$ cat config.mk
export PLATFORM = sky130hd
export DESIGN_NAME = signed_integer_to_radix_digits
export DESIGN_NICKNAME = d
export VERILOG_FILES = /design/src/sirdig_pkg.sv /design/src/signed_integer_to_radix_digits.sv
export SDC_FILE = /design/constraint.sdc
export NUM_CORES = 1
export LEC_CHECK = 0
export ABC_AREA = 1
export BUFFER_PORTS_ARGS = -buffer_cell sky130_fd_sc_hd__buf_2
export CAP_MARGIN = 20
export CORE_MARGIN = 2
export CORE_UTILIZATION = 35
export CTS_BUF_LIST = sky130_fd_sc_hd__clkbuf_4
export DETAILED_ROUTE_END_ITERATION = 6
export GPL_TIMING_DRIVEN = 0
export PLACE_DENSITY = 0.52
export RECOVER_POWER = 25
export SYNTH_ARGS = -nofsm -noshare
export SYNTH_HDL_FRONTEND = slang
export SYNTH_SLANG_ARGS = --single-unit
$ cat constraint.sdc
create_clock -name clk -period 17.1 [get_ports clk]
set_clock_uncertainty 0.05 [all_clocks]
set_input_delay 1.71 -clock clk [delete_from_list [all_inputs] [get_ports clk]]
set_output_delay 1.71 -clock clk [all_outputs]
set_load 0.02 [all_outputs]
$ cat src/sirdig_pkg.sv
// Package with the types and constants of the integer-to-radix-digits block.
package sirdig_pkg;

  localparam logic [7:0] CH_MINUS = 8'd45;
  localparam logic [7:0] CH_PLUS  = 8'd43;
  localparam logic [7:0] CH_SPACE = 8'd32;

  localparam logic [4:0] MAX_RADIX  = 5'd16;
  localparam logic [4:0] MIN_RADIX  = 5'd2;
  localparam int         MAX_DIGITS = 32;
  localparam int         DIG_IDX_W  = $clog2(MAX_DIGITS);
  localparam int         DIG_CNT_W  = DIG_IDX_W + 1;

  // Register indexes, taken from paddr[4:3].
  localparam logic [1:0] REG_SYM_LOW  = 2'd0;
  localparam logic [1:0] REG_SYM_HIGH = 2'd1;
  localparam logic [1:0] REG_RADIX    = 2'd2;

  typedef enum logic [1:0] {
    ST_IDLE,
    ST_CHECK,
    ST_DIV,
    ST_EMIT
  } sirdig_state_t;

endpackage

$ cat src/signed_integer_to_radix_digits.sv
// Top level: writes a signed 32-bit integer as characters of a configured alphabet.
//
// Input stream in_*: one beat carries number_value in in_tdata. in_tready is high
// only while the sequencer is idle. Output stream out_*: one beat per character,
// out_tdata is the character byte and out_tlast marks the final character.
// Configuration is an APB port with three 64-bit registers at byte addresses
// 0 (symbols 0..7), 8 (symbols 8..15) and 16 (radix length).
//
// After an item is taken the alphabet is checked, one symbol per cycle against
// the later symbols inside the radix. An invalid alphabet drops the item with no
// output. Then one shared long-division unit, eight quotient bits per cycle,
// stores a digit after each pass over all four bytes of the magnitude, up to 32
// digits. Characters leave at one per cycle while out_tready is high: a '-' for a
// negative number, then the digits most significant first.
// The output register holds its beat while out_tready is low and the sequencer
// waits. A new item may be taken while the last character still waits.
// Reset clears the configuration registers, the sequencer and the output valid flag.
module signed_integer_to_radix_digits (
  input  logic        clk,
  input  logic        rst_n,
  input  logic        in_tvalid,
  output logic        in_tready,
  input  logic [31:0] in_tdata,     // [31:0] number_value
  output logic        out_tvalid,
  input  logic        out_tready,
  output logic [7:0]  out_tdata,    // [7:0] out_char
  output logic        out_tlast,
  input  logic        cfg_psel,
  input  logic        cfg_penable,
  input  logic        cfg_pwrite,
  input  logic [4:0]  cfg_paddr,
  input  logic [63:0] cfg_pwdata,
  output logic [63:0] cfg_prdata,
  output logic        cfg_pready
);

  localparam int IW = sirdig_pkg::DIG_IDX_W;
  localparam int CW = sirdig_pkg::DIG_CNT_W;

  sirdig_pkg::sirdig_state_t state_r, state_nxt;

  logic [63:0]   sym_low_r;
  logic [63:0]   sym_high_r;
  logic [4:0]    radix_r;

  logic [31:0]   mag_r, mag_nxt;
  logic [3:0]    rem_r, rem_nxt;
  logic [1:0]    step_r, step_nxt;
  logic [CW-1:0] cnt_r, cnt_nxt;
  logic [3:0]    chk_idx_r, chk_idx_nxt;
  logic [IW-1:0] ptr_r, ptr_nxt;
  logic          sign_pend_r, sign_pend_nxt;

  logic          out_valid_r, out_valid_nxt;
  logic [7:0]    out_char_r, out_char_nxt;
  logic          out_last_r, out_last_nxt;

  logic [3:0]    store_r [sirdig_pkg::MAX_DIGITS];
  logic          store_we;
  logic [IW-1:0] store_wa;
  logic [3:0]    store_wd;

  logic [127:0]  sym_vec;
  logic [7:0]    chk_sym;
  logic          chk_bad;
  logic          chk_last;
  logic [4:0]    part;
  logic [3:0]    rem_w;
  logic [7:0]    qbits;
  logic [31:0]   quot;
  logic [3:0]    emit_digit;
  logic          cfg_wr;

  assign cfg_pready = 1'b1;
  assign cfg_wr     = cfg_psel & cfg_penable & cfg_pwrite & cfg_pready;

  always_ff @(posedge clk) begin
    if (!rst_n) begin
      sym_low_r  <= '0;
      sym_high_r <= '0;
      radix_r    <= '0;
    end else if (cfg_wr) begin
      unique case (cfg_paddr[4:3])
        sirdig_pkg::REG_SYM_LOW:  sym_low_r  <= cfg_pwdata;
        sirdig_pkg::REG_SYM_HIGH: sym_high_r <= cfg_pwdata;
        sirdig_pkg::REG_RADIX:    radix_r    <= cfg_pwdata[4:0];
        default: ;
      endcase
    end
  end

  always_comb begin
    unique case (cfg_paddr[4:3])
      sirdig_pkg::REG_SYM_LOW:  cfg_prdata = sym_low_r;
      sirdig_pkg::REG_SYM_HIGH: cfg_prdata = sym_high_r;
      sirdig_pkg::REG_RADIX:    cfg_prdata = {59'd0, radix_r};
      default:                  cfg_prdata = '0;
    endcase
  end

  assign sym_vec = {sym_high_r, sym_low_r};

  // Alphabet check for symbol chk_idx_r: forbidden characters, and any later
  // symbol inside the radix that repeats it.
  always_comb begin
    chk_sym = sym_vec[{chk_idx_r, 3'b000} +: 8];
    chk_bad = (chk_sym == sirdig_pkg::CH_PLUS) || (chk_sym == sirdig_pkg::CH_MINUS) ||
              (chk_sym == sirdig_pkg::CH_SPACE);
    for (int j = 0; j < 16; j++) begin
      if ((5'(j) > {1'b0, chk_idx_r}) && (5'(j) < radix_r) &&
          (sym_vec[j*8 +: 8] == chk_sym)) begin
        chk_bad = 1'b1;
      end
    end
  end

  assign chk_last = ({1'b0, chk_idx_r} + 5'd1) == radix_r;

  // Shared divider: eight restoring steps on the top byte of the magnitude.
  always_comb begin
    rem_w = rem_r;
    qbits = '0;
    part  = '0;
    for (int b = 0; b < 8; b++) begin
      part = {rem_w, mag_r[31-b]};
      if (part >= radix_r) begin
        part         = part - radix_r;
        qbits[7-b]   = 1'b1;
      end
      rem_w = part[3:0];
    end
  end

  assign quot       = {mag_r[23:0], qbits};
  assign emit_digit = store_r[ptr_r];

  always_ff @(posedge clk) begin
    if (store_we) begin
      store_r[store_wa] <= store_wd;
    end
  end

  always_ff @(posedge clk) begin
    if (!rst_n) begin
      state_r     <= sirdig_pkg::ST_IDLE;
      out_valid_r <= 1'b0;
    end else begin
      state_r     <= state_nxt;
      out_valid_r <= out_valid_nxt;
    end
  end

  always_ff @(posedge clk) begin
    mag_r       <= mag_nxt;
    rem_r       <= rem_nxt;
    step_r      <= step_nxt;
    cnt_r       <= cnt_nxt;
    chk_idx_r   <= chk_idx_nxt;
    ptr_r       <= ptr_nxt;
    sign_pend_r <= sign_pend_nxt;
    out_char_r  <= out_char_nxt;
    out_last_r  <= out_last_nxt;
  end

  always_comb begin
    state_nxt     = state_r;
    mag_nxt       = mag_r;
    rem_nxt       = rem_r;
    step_nxt      = step_r;
    cnt_nxt       = cnt_r;
    chk_idx_nxt   = chk_idx_r;
    ptr_nxt       = ptr_r;
    sign_pend_nxt = sign_pend_r;
    out_valid_nxt = out_valid_r & ~out_tready;
    out_char_nxt  = out_char_r;
    out_last_nxt  = out_last_r;
    store_we      = 1'b0;
    store_wa      = cnt_r[IW-1:0];
    store_wd      = rem_w;
    in_tready     = 1'b0;

    unique case (state_r)
      sirdig_pkg::ST_IDLE: begin
        in_tready = 1'b1;
        if (in_tvalid) begin
          sign_pend_nxt = in_tdata[31];
          mag_nxt       = in_tdata[31] ? (~in_tdata + 32'd1) : in_tdata;
          chk_idx_nxt   = '0;
          // A radix out of range drops the item right here.
          if ((radix_r >= sirdig_pkg::MIN_RADIX) && (radix_r <= sirdig_pkg::MAX_RADIX)) begin
            state_nxt = sirdig_pkg::ST_CHECK;
          end
        end
      end
      sirdig_pkg::ST_CHECK: begin
        rem_nxt  = '0;
        step_nxt = '0;
        cnt_nxt  = '0;
        if (chk_bad) begin
          state_nxt = sirdig_pkg::ST_IDLE;
        end else if (chk_last) begin
          state_nxt = sirdig_pkg::ST_DIV;
        end else begin
          chk_idx_nxt = chk_idx_r + 4'd1;
        end
      end
      sirdig_pkg::ST_DIV: begin
        mag_nxt  = quot;
        rem_nxt  = rem_w;
        step_nxt = step_r + 2'd1;
        if (step_r == 2'd3) begin
          store_we = 1'b1;
          rem_nxt  = '0;
          cnt_nxt  = cnt_r + CW'(1);
          ptr_nxt  = cnt_r[IW-1:0];
          if ((quot == '0) || (cnt_nxt == CW'(sirdig_pkg::MAX_DIGITS))) begin
            state_nxt = sirdig_pkg::ST_EMIT;
          end
        end
      end
      sirdig_pkg::ST_EMIT: begin
        if (!out_valid_r || out_tready) begin
          out_valid_nxt = 1'b1;
          if (sign_pend_r) begin
            sign_pend_nxt = 1'b0;
            out_char_nxt  = sirdig_pkg::CH_MINUS;
            out_last_nxt  = 1'b0;
          end else begin
            out_char_nxt = sym_vec[{emit_digit, 3'b000} +: 8];
            out_last_nxt = (ptr_r == '0);
            if (ptr_r == '0) begin
              state_nxt = sirdig_pkg::ST_IDLE;
            end else begin
              ptr_nxt = ptr_r - IW'(1);
            end
          end
        end
      end
      default: state_nxt = sirdig_pkg::ST_IDLE;
    endcase
  end

  assign out_tvalid = out_valid_r;
  assign out_tdata  = out_char_r;
  assign out_tlast  = out_last_r;

endmodule

==> results.md, run 1 <==
- Outcome: complete, but fails checks
- Violations in the final reports: capacitance limit, slew limit
- Wire length per cell: 27.84 um
- Cell type group with the largest total delay on the critical path: compound AO/OA/AOI/OAI gates
- Count of maximum capacitance violations: 1
- Placed Instances: 3,654
- CTS hold repair buffers: 0
- Peak Freq: 0.06468 GHz
- Number of global-route vias before repair: 20,407
- Area taken by multi-input logic gates: 10,130 um^2
- Arrival time at the worst endpoint: 15,920 ps
- Critical-path cell with the highest stage delay: a21oi_1
- Post-synthesis instance area: 20,380 um^2
- Slew at the pin with the worst max-slew slack: 1602 ps
- Via count normalized by instance count: 5.724
- Worst reg2reg startpoint: radix_r[2]$_SDFFE_PN0P_
- Warnings, synthesis: 0
- Die area: 60,170 um^2
- Mean instance size in the synthesized netlist: 7.531 um^2
- Clock tree from TritonCTS: yes
- Nets in the synthesized netlist: 2,878
- Number of distinct library cells after synthesis: 48
- Clock Pin Slew Worst Setup and Hold Paths: 60 ps
- Area of all placed cells without fillers: 23,560 um^2
- Last weighted congestion value of the routability-driven placer: 1.024
- Instance count along the most critical hold path: 2
- Max-slew violation count: 10
- Number of remaining DRC errors: 0
- DRT Wirelength: 106,600 um
- Global-route usage over all layers: 0.3469
- Hold Fails Final Rpt: 0
- Half-perimeter wire length after detailed placement: 80,510 um
- Filler cell count in the final layout: 6,147
- Worst min-delay path category: reg -> reg
- CP most frequent cell: nand2_1
- Starting density of the core: 0.3539
- Setup crit start kind: flop
- Initial DRC count: 2,576
- Wire length of the first global-routing pass: 147,500 um
- Slack of the worst reg-to-reg path: 1640 ps
- Count of buffering cells on the critical path with inverters included: 7
- Total congestion overflow: 0
- FFs w/ async S/R, synth: 0
- Area occupied by registers: 8559 um^2
- Critical path peak fanout: 16
- Signed area change from the synthesized netlist to the final layout: 15.60%
- Setup-failing EPs final: 0
- Highest cell delay on the worst timing path: 590 ps
- Cell area reported after detailed placement: 22,320 um^2
- Unrepaired setup endpoints after global routing: false
- Number of nets with antenna violations after routing: 0
- Register area share after synthesis: 0.4200
- Clock latency at the later pin of the worst-skew pair: 910 ps
- Slack of the critical path: 1639 ps
- I/O pin count: 184
- Core area: 57,590 um^2
- Pin count of the biggest net entering global routing: 34
- Iteration count of the initial detailed-routing pass: 5
- Min Clock Period, post-route: 15,460 ps
- Root Driver: clkbuf_4
- Hold Path Origin: out_tvalid$_SDFF_PN0_
- Number of standard cells in the final layout excluding fillers: 3,829
- Layout Nets: 3,165
- Sort of element at the end of the critical path: flop
- # port buffers: 178
- Post-placement worst setup slack: 969.5 ps
- Layout cell share with drive strength beyond 1: 0.1395
- X dimension of the die: 245.3 um
- Type of the worst setup path: reg -> reg
- Min-Delay Endpoint: out_tvalid$_SDFF_PN0_
- Number of rows created at floorplan: 88
- Clock sinks: 332
- Worst EP required: 17,560 ps
- Dominant synthesized flop cell: edfxtp_1
- Path depth of the worst reg2reg path: 67
- Worst reg2reg path endpoint: store_r[21][1]$_DFFE_PP_
- Total number of vias: 21,916
- Die span in y: 245.3 um
- CTS Buf Count: 93
- Synthesized flop and latch total: 332
- Number of synthesized flops with an enable pin: 191
- Relative slew slack: -0.06813
- H-tree Lvls: 3
- Gate Count Post-Synth: 2,706
- Clock buffer depth: 3
- Final clock period utilization by the worst path: 0.9041
- Antenna violations before repair: 9
## cells in the final DEF, fill, tap and decap left out, types with 99 or more instances in the layout
master / netlist / routed
edfxtp_1: 191 / 191
clkbuf_4: 0 / 135
a21oi_1: 205 / 204
nand3_1: 205 / 205
buf_2: 19 / 195
nand2_1: 557 / 557
dfxtp_1: 141 / 140
clkbuf_1: 92 / 99
o21ai_0: 321 / 320
inv_1: 249 / 247
nor2_1: 282 / 282
## how the worst max path moves through the flow
stage                     cells past startpoint               startpoint                       end
after global routing                         68  radix_r[2]$_SDFFE_PN0P_  store_r[23][1]$_DFFE_PP_
after floorplan                              65  radix_r[1]$_SDFFE_PN0P_   store_r[0][3]$_DFFE_PP_
after CTS                                    68  radix_r[1]$_SDFFE_PN0P_  store_r[12][1]$_DFFE_PP_
after detailed placement                     68  radix_r[1]$_SDFFE_PN0P_   store_r[4][1]$_DFFE_PP_
after global placement                       64  radix_r[1]$_SDFFE_PN0P_  store_r[10][3]$_DFFE_PP_
final                                        67  radix_r[2]$_SDFFE_PN0P_  store_r[21][1]$_DFFE_PP_
## synthesized netlist by cell type (7+ instances only)
cell,instances,area share
o21ai_0,321,0.079
nor2_1,282,0.052
buf_4,18,0.0066
nor4_1,11,0.0034
clkbuf_1,92,0.017
inv_1,249,0.046
nor3_1,12,0.0029
o22ai_1,80,0.025
nand2_2,8,0.0025
buf_2,19,0.0047
buf_1,8,0.0015
nand4_1,9,0.0028
fa_1,8,0.0079
o211ai_1,49,0.018
o21ai_1,7,0.0017
o221ai_1,11,0.0047
buf_6,11,0.0061
a21oi_1,205,0.050
nand3_1,205,0.050
xor2_1,66,0.028
ha_1,56,0.034
dfxtp_1,141,0.14
nand2_1,557,0.10
or2_2,11,0.0034
xnor2_1,18,0.0077
edfxtp_1,191,0.28
## worst reg2reg max path, delay by kind of cell (launching register included)
kind                     cells  cell delay [ps]
multiplexers                 1              430
adder cells (fa/ha/maj)      8             2870
AND/OR/NAND/NOR             22             1730
buffers and inverters        7             1880
AO/OA/AOI/OAI               29             7650
flip-flops                   1              490
## final cells by class
| class | count | share of cell area |
|---|---|---|
| Multi-Input combinational cell | 1965 | 0.4300 |
| Timing Repair inverter | 1 | 0.0003187 |
| Sequential cell | 332 | 0.3633 |
| Clock buffer | 135 | 0.04302 |
| Antenna cell | 3 | 0.0003187 |
| Clock inverter | 28 | 0.007170 |
| Buffer | 148 | 0.03043 |
| Timing Repair Buffer | 191 | 0.04270 |
| Inverter | 261 | 0.04206 |
| Tap cell | 765 | 0.04063 |
## cells by family (layout without fill, tap and decap cells)
| logic type | after synthesis | count (layout) | share of synthesized area |
|---|---|---|---|
| AO/OA/AOI/OAI | 707 | 707 | 0.1916 |
| flip-flops | 332 | 332 | 0.4200 |
| adder cells (fa/ha/maj) | 64 | 64 | 0.04224 |
| AND/OR/NAND/NOR | 1107 | 1107 | 0.2250 |
| XOR/XNOR | 84 | 84 | 0.03610 |
| other | 1 | 4 | 0.0001840 |
| multiplexers | 2 | 2 | 0.001105 |
| buffers and inverters | 409 | 764 | 0.08387 |
## state kept, by name (all words and copies together), names as in the netlist, named ones only
register	flops
store_r	128
sym_high_r	64
sym_low_r	64
mag_r	32
out_tdata	8
cnt_r	6
ptr_r	5
radix_r	5
chk_idx_r	4
rem_r	4
step_r	2
out_tlast	1
out_tvalid	1
sign_pend_r	1
state_r	1
## through the flow
stage	utilization	TNS (ps)	hold slack (ps)
floorplan	-	0	418.5
global placement	0.3860	-15900	465.6
detailed placement	0.3876	0	480.4
CTS	0.4081	0	490.4
global route	0.4090	0	510.0
finish	0.4091	0	492.0
## per-layer routing
metal / track usage / vias to the layer above / routed length, um
li1: - / 9841 / -
met1: 0.4948 / 10663 / 47590
met2: 0.5165 / 1217 / 45220
met3: 0.07694 / 189 / 10410
met4: 0.1157 / 6 / 3339
met5: 0 / - / 34
## timing repair
action                     CTS  global route
setup endpoints to repair    0           132
hold endpoints to repair     0             0
setup buffers                0             7
resized for setup            0             8
Power of run 1 is left out: the tool's default activity adds up to more than one toggle a clock period on the data nets, which glitch-free logic cannot reach.
==> run 2, diff against run 1 <==
CORE_ASPECT_RATIO = 0.6   (was not set)
MAX_ROUTING_LAYER = met4   (was not set)
clock period = 17.8 ns   (was 17.1 ns; I/O delays follow)
==> results.md, run 2 (same netlist as run 1, synthesis figures left out) <==
- Outcome: complete, but fails checks
- Violations in the final reports: capacitance limit, slew limit
- Die area: 60,230 um^2
- Half-perimeter wire length after detailed placement: 89,750 um
- Hold Fails Final Rpt: 0
- Count of maximum capacitance violations: 1
- I/O pin count: 184
- Arrival time at the worst endpoint: 16,200 ps
- Initial DRC count: 3,671
- Layout Nets: 3,151
- Largest register FFs: 128
- H-tree Lvls: 3
- Max-slew violation count: 28
- Critical path peak fanout: 32
- Layout cell share with drive strength beyond 1: 0.1320
- Peak Freq: 0.06319 GHz
- Antenna violations before repair: 10
- Highest cell delay on the worst timing path: 600 ps
- Relative slew slack: -0.06308
- Area of all placed cells without fillers: 23,390 um^2
- Number of nets with antenna violations after routing: 0
- CP most frequent cell: nand2_1
- Number of global-route vias before repair: 20,175
- Worst min-delay path category: reg -> reg
- Unrepaired setup endpoints after global routing: false
- Clock Pin Slew Worst Setup and Hold Paths: 60 ps
- Number of remaining DRC errors: 0
- Wire length of the first global-routing pass: 155,400 um
- Postcts setup bufs: 0
- Core area: 57,520 um^2
- Clock tree from TritonCTS: yes
- Most common library cell in the layout ignoring fill and taps: nand2_1
- Starting density of the core: 0.3543
- Total number of vias: 22,384
- Pin count of the biggest net entering global routing: 33
- Final clock period utilization by the worst path: 0.8891
- Worst EP required: 18,170 ps
- Die span in y: 190.9 um
- Last weighted congestion value of the routability-driven placer: 1.080
- Wire length per cell: 30.27 um
- X dimension of the die: 315.5 um
- Total congestion overflow: 0
- Critical-path cell with the highest stage delay: inv_1
- Sort of element at the end of the critical path: flop
- Count of buffering cells on the critical path with inverters included: 9
- Slew at the pin with the worst max-slew slack: 1595 ps
- Setup-failing EPs final: 0
- Clock sinks: 332
- Clock buffer depth: 3
- Via count normalized by instance count: 5.869
- Cell area reported after detailed placement: 22,290 um^2
- DRT Wirelength: 115,400 um
- Root Driver: clkbuf_4
- Type of the worst setup path: reg -> reg
- CTS hold repair buffers: 0
- Accumulated negative setup slack: 0 ps
- Signed area change from the synthesized netlist to the final layout: 14.78%
- # port buffers: 178
- Cell type group with the largest total delay on the critical path: compound AO/OA/AOI/OAI gates
- Min Clock Period, post-route: 15,830 ps
- Highest-count cells in the layout ignoring fill and taps: nand2_1, o21ai_0, nor2_1
- Biggest register: store_r
- Iteration count of the initial detailed-routing pass: 6
- Clock latency at the later pin of the worst-skew pair: 960 ps
- CTS Buf Count: 87
- Number of rows created at floorplan: 68
- Global-route usage over all layers: 0.3863
- Setup crit start kind: flop
- Registers with the highest flip-flop counts: store_r: 128 flops, sym_high_r: 64 flops, sym_low_r: 64 flops
run 2: cell count changes in the layout (fill, tap and decap cells not counted), sizes merged, moves of 2 or more:
cell and change:
clkbuf -15, clkinv -2, clkinvlp -4, buf -7, diode +4, inv +3
run 2: cell type report:
type	count	area [um^2]
Buffer	148	720.7
Timing Repair Buffer	184	959.7
Clock inverter	27	170.2
Sequential cell	332	8559
Tap cell	770	963.4
Clock buffer	120	900.9
Multi-Input combinational cell	1965	10120
Fill cell	6157	34130
Antenna cell	7	17.52
Inverter	261	979.7
run 2: worst paths after layout:
check	to	cells after the start	startpoint	slack [ps]
min reg2reg	out_tvalid$_SDFF_PN0_	2	out_tvalid$_SDFF_PN0_	490
max	store_r[2][1]$_DFFE_PP_	67	radix_r[1]$_SDFFE_PN0P_	1970
min	out_tvalid$_SDFF_PN0_	2	out_tvalid$_SDFF_PN0_	490
max reg2reg	store_r[2][1]$_DFFE_PP_	67	radix_r[1]$_SDFFE_PN0P_	1970
run 2: per-layer routing:
metal	global-route usage	vias to the layer above	routed length (um)
met4	0.09369	0	2608
met1	0.5873	10964	54880
li1	-	9795	-
met3	0.1715	159	17490
met2	0.4403	1466	40460
met5	-	-	0
run 2: timing repair:
item                       in CTS  in global routing
gates resized for setup         0                  2
setup endpoints to repair       0                 34
hold endpoints to repair        0                  0
run 2: worst reg2reg max path: cells and delay by family, from the launching register on:
family | cells | cell delay (ps)
buffers and inverters | 9 | 2010
AND/OR/NAND/NOR | 23 | 1720
multiplexers | 1 | 440
AO/OA/AOI/OAI | 26 | 7710
adder cells (fa/ha/maj) | 8 | 2820
flip-flops | 1 | 590
run 2: per-stage QoR:
step | setup slack [ps] | utilization | hold WS, ps | cells
2_1_floorplan | 5084 | - | 418.5 | 2706
3_3_place_gp | 459.6 | 0.3866 | 474.0 | 3654
3_5_place_dp | 1487 | 0.3876 | 475.0 | 3657
4_1_cts | 1432 | 0.4062 | 488.2 | 3804
5_1_grt | 359.1 | 0.4067 | 516.1 | 3814
6_report | 1975 | 0.4067 | 486.8 | 3814
Power of run 2 is left out for the same reason.
